===== config.mk =====
export PLATFORM = sky130hd
export DESIGN_NAME = pmmu_div
export DESIGN_NICKNAME = d
export VERILOG_FILES = /design/src/rtl/core/pmmu_pkg.sv /design/src/rtl/core/pmmu_div.sv
export SDC_FILE = /design/constraint.sdc
export NUM_CORES = 1
export LEC_CHECK = 0
export BUFFER_PORTS_ARGS = -buffer_cell sky130_fd_sc_hd__buf_4
export CAP_MARGIN = 0
export CORE_UTILIZATION = 55
export CTS_CLUSTER_DIAMETER = 50
export DETAILED_ROUTE_END_ITERATION = 8
export HOLD_SLACK_MARGIN = 0.06
export PLACE_DENSITY = 0.82
export SETUP_SLACK_MARGIN = 0.1
export SYNTH_ARGS = -nofsm -noshare
export SYNTH_HDL_FRONTEND = slang
export SYNTH_SLANG_ARGS = --single-unit
export TNS_END_PERCENT = 20

===== constraint.sdc =====
create_clock -name clk_i -period 6.8 [get_ports clk_i]
set_clock_uncertainty 0.1 [all_clocks]
set_input_delay 0.68 -clock clk_i [delete_from_list [all_inputs] [get_ports clk_i]]
set_output_delay 0.68 -clock clk_i [all_outputs]
set_load 0.05 [all_outputs]

===== src/rtl/core/pmmu_pkg.sv =====
// ----------------------------------------------------------------------------
// pmmu_pkg
// Shared types and constants of the paged MMU with LRU replacement.
// ----------------------------------------------------------------------------
package pmmu_pkg;

  localparam int unsigned VaW = 32;
  localparam int unsigned PsW = 17;
  localparam int unsigned ActW = 2;
  localparam int unsigned CntW = 32;
  localparam logic [PsW-1:0] PageSizeReset = 17'd4096;

  typedef enum logic [ActW-1:0] {
    ACT_READ  = 2'd0,
    ACT_WRITE = 2'd1,
    ACT_OTHER = 2'd2,
    ACT_SPARE = 2'd3
  } action_e;

  typedef struct packed {
    logic [31:0] physical_address;
    logic        illegal;
    logic        page_fault;
    logic        evicted;
    logic [5:0]  victim_page;
    logic        victim_dirty;
    logic [2:0]  frame_used;
    logic [31:0] fault_total;
    logic [31:0] writeback_total;
    logic [31:0] read_total;
    logic [31:0] write_total;
    logic [31:0] illegal_total;
  } result_t;

  typedef struct packed {
    logic [VaW-1:0] virtual_address;
    logic [ActW-1:0] action;
  } request_t;

  typedef struct packed {
    logic start;
    logic busy;
    logic done;
  } div_ctrl_t;

endpackage


===== src/rtl/core/pmmu_div.sv =====
// ----------------------------------------------------------------------------
// pmmu_div
// Restoring divider, one quotient bit per cycle, 32-bit dividend.
// ----------------------------------------------------------------------------
module pmmu_div (
  input  logic        clk_i,
  input  logic        rst_ni,
  input  logic        start_i,
  input  logic [31:0] dividend_i,
  input  logic [16:0] divisor_i,
  output pmmu_pkg::div_ctrl_t ctrl_o,
  output logic [31:0] quot_o,
  output logic [16:0] rem_o
);
  import pmmu_pkg::*;

  logic [31:0] quot_q;
  logic [17:0] rem_q;
  logic [16:0] dsr_q;
  logic [5:0]  cnt_q;
  logic        busy_q, done_q;
  logic [17:0] shifted;
  logic [17:0] diff;

  assign shifted = {rem_q[16:0], quot_q[31]};
  assign diff = shifted - {1'b0, dsr_q};

  always_ff @(posedge clk_i or negedge rst_ni) begin
    if (!rst_ni) begin
      busy_q <= 1'b0;
      done_q <= 1'b0;
      cnt_q <= '0;
    end else begin
      done_q <= 1'b0;
      if (start_i) begin
        busy_q <= 1'b1;
        cnt_q <= 6'd32;
      end else if (busy_q) begin
        cnt_q <= cnt_q - 6'd1;
        if (cnt_q == 6'd1) begin
          busy_q <= 1'b0;
          done_q <= 1'b1;
        end
      end
    end
  end

  always_ff @(posedge clk_i) begin
    if (start_i) begin
      quot_q <= dividend_i;
      rem_q <= '0;
      dsr_q <= (divisor_i == '0) ? 17'd1 : divisor_i;
    end else if (busy_q) begin
      if (!diff[17]) begin
        rem_q <= diff;
        quot_q <= {quot_q[30:0], 1'b1};
      end else begin
        rem_q <= shifted;
        quot_q <= {quot_q[30:0], 1'b0};
      end
    end
  end

  assign ctrl_o = '{start: start_i, busy: busy_q, done: done_q};
  assign quot_o = quot_q;
  assign rem_o = rem_q[16:0];

endmodule


==> impl_metrics.json <==
{
  "syn_avg_cell_area_um2": 11.17,
  "worst_slew_pin_slew_ns": 1.209,
  "rrSetupSlack_ns": 3.90,
  "post_cts_resized": 0,
  "cts_tree": "yes",
  "drive_gt1_frac": 0.3510,
  "setup_tns_ns": 0,
  "pre_cts_ws_ns": 3.921,
  "first_global_vias": 3035,
  "wire_per_inst_um": 16.95,
  "slew_headroom": 0.1932,
  "timing.rr.end": "rem_q[11]",
  "cp.arrival_ns": 3.05,
  "synth_warnings": 0,
  "met1_length_um": 3876,
  "clockBufferDepth": 2,
  "synth_area_um2": 4044,
  "rsz0062_at_grt": "no",
  "crit_required_ns": 6.95,
  "antenna_found_initial": 0,
  "port_buffers": 103,
  "min_path_cells": 1,
  "cts_buffers": 9,
  "mostFrequentLayoutCells": "buf_4, edfxtp_1, mux2_2",
  "setup_viol": 0,
  "multi_input_area_um2": 1807,
  "p_per_area_nw_per_um2": 372.0,
  "maxCapViolations": 0,
  "critical_path.startpoint": "rem_q[9]",
  "nets": 520,
  "outcome": "completed",
  "synthArstFlopShare": 0.1081,
  "p_leak_nw": 2.236,
  "crit_path_max_fanout": 18,
  "ys_top_cells_by_area": "edfxtp_1, mux2_2, dfxtp_1",
  "root_buffer": "clkbuf_8",
  "dieArea_um2": 7699,
  "reg2reg_from": "rem_q[9]",
  "start_util": 0.5823,
  "clk_latency_ns": 0.35,
  "core_area_um2": 6944,
  "drt_iter0_drc": 168,
  "synth_edf_count": 49,
  "dr.pass1.iters": 4,
  "clock_sink_count": 74,
  "ys_ff_latch": 74,
  "min_period_over_period": 0.4259,
  "period_needed_ns": 2.896,
  "fp-row-count": 30,
  "die_w_um": 87.75,
  "yosysTopAreaCell": "edfxtp_1",
  "track_usage": 0.2507,
  "drc": 0,
  "register_area_um2": 2012,
  "io_pins": 104,
  "cp-endpoint": "rem_q[11]",
  "drv_slew": 0,
  "final_common_cell": "buf_4",
  "highest_layer": "met4",
  "synthDistinctLibCells": 53,
  "die_h_um": 87.75,
  "ys_seq_area_frac": 0.4975,
  "vias": 3076,
  "syn_to_final_growth_pct": 25.46,
  "postCtsHoldBufs": 1,
  "grt_pass1_wl_um": 14450,
  "path_clk_slew_ns": 0.09,
  "syn_inst": 362,
  "ant_nets": 0,
  "vias_per_cell": 5.603,
  "overflow": 0,
  "synth_top_flop_cell": "edfxtp_1",
  "wl_met2_um": 4450,
  "vdd_ir_drop_max_v": 0.0002495,
  "cts_setup_buffers": 0,
  "final.setup.worst_slack_ns": 3.904,
  "wl_met3_um": 777,
  "grt_max_degree": 75,
  "dpl.hpwl_um": 6798,
  "cp-end-kind": "flip-flop",
  "critPathLaunchType": "flip-flop",
  "final-hold-violation-count": 0,
  "fillers": 469,
  "antennaDiodeCount": 0,
  "max_freq_mhz": 345.3,
  "worstRegToRegCells": 9,
  "synth_top_cell_area_share": 0.3639,
  "gp_congestion": 0.9293,
  "criticalPathCategory": "reg2reg",
  "finalWirelength_um": 9306,
  "hold_path.class": "in2reg",
  "htreeDepth": 3,
  "synth_nets": 434
}
per-layer routing:
layer / GRT usage / vias up
met4: 0.09091 / 0
li1: - / 1479
met2: 0.4116 / 123
met5: 0 / -
met3: 0.08577 / 21
met1: 0.3072 / 1453
synth_stat cells (all sizes together) (2+ instances only):
master	n
edfxtp	49
mux2	33
nor2	27
clkbuf	25
inv	25
ha	19
dfxtp	17
nand2	16
xnor2	11
a211oi	10
mux2i	10
o21ai	10
a21o	9
a21oi	9
nor3	9
dfrtp	8
nand2b	8
buf	6
xor2	6
nand3	5
nor2b	5
nor4	4
o21a	4
and3	3
nor3b	3
o31ai	3
a211o	2
a22o	2
a311oi	2
a32oi	2
nand4	2
nor4b	2
o31a	2
state kept, by name (all words and copies together) (netlist names):
signal	flops
done_q	1
dsr_q	17
rem_q	17
busy_q	1
quot_o	32
cnt_q	6
final cells by class:
class / instances / share of cell area
clock buffers: 10 / 0.02515
clock inverters: 6 / 0.02269
inverters: 25 / 0.01850
multi-input cells: 232 / 0.3561
flip-flops and latches: 74 / 0.3965
well taps: 96 / 0.02367
repair buffers: 106 / 0.1573
metrics by stage:
| step | instances | power, mW | cell area (um^2) | hold WS (ns) | utilization |
|---|---|---|---|---|---|
| finish | 549 | 1.888 | 5074 | 0.4106 | 0.7306 |
| global route | 549 | 1.976 | 5074 | 0.3937 | 0.7306 |
| CTS | 549 | 1.887 | 5074 | 0.4001 | 0.7306 |
| detailed placement | 532 | 1.469 | 4821 | 0.4049 | 0.6942 |
| global placement | 532 | 1.445 | 4821 | 0.4024 | 0.6942 |
| floorplan | 362 | 1.264 | 4044 | 0.2844 | - |
critical path: stages (launching register included):
cell and delay, ns:
dfxtp_1 0.36, ha_1 0.39, a21o_1 0.20, a21o_1 0.17, a211oi_1 0.29, o21a_4 0.21
mux2i_4 0.31, nand2_4 0.23, mux2_4 0.35, a22o_1 0.19
cells by family after synthesis:
group                    count (synthesis)  share of synthesized area
AO/OA/AOI/OAI                           62                     0.1105
XOR/XNOR                                17                    0.03682
adder cells (fa/ha/maj)                 20                    0.06374
buffers and inverters                   56                    0.05569
flip-flops                              74                     0.4975
multiplexers                            43                     0.1207
AND/OR/NAND/NOR                         90                     0.1151
power breakdown:
part           switching (mW)  internal [mW]
clock                   0.175          0.245
combinational           0.500          0.324
sequential             0.0714          0.572
worst min-delay path by stage:
| stage | startpoint | to | slack (ns) |
|---|---|---|---|
| after floorplan | rst_ni | busy_q | 0.28 |
| after global placement | rst_ni | busy_q | 0.40 |
| after detailed placement | rst_ni | cnt_q[5] | 0.40 |
| after CTS | divisor_i[15] | dsr_q[15] | 0.40 |
| after global routing | divisor_i[12] | dsr_q[12] | 0.39 |
| final | divisor_i[15] | dsr_q[15] | 0.41 |
(Power assumes the default switching activity.)
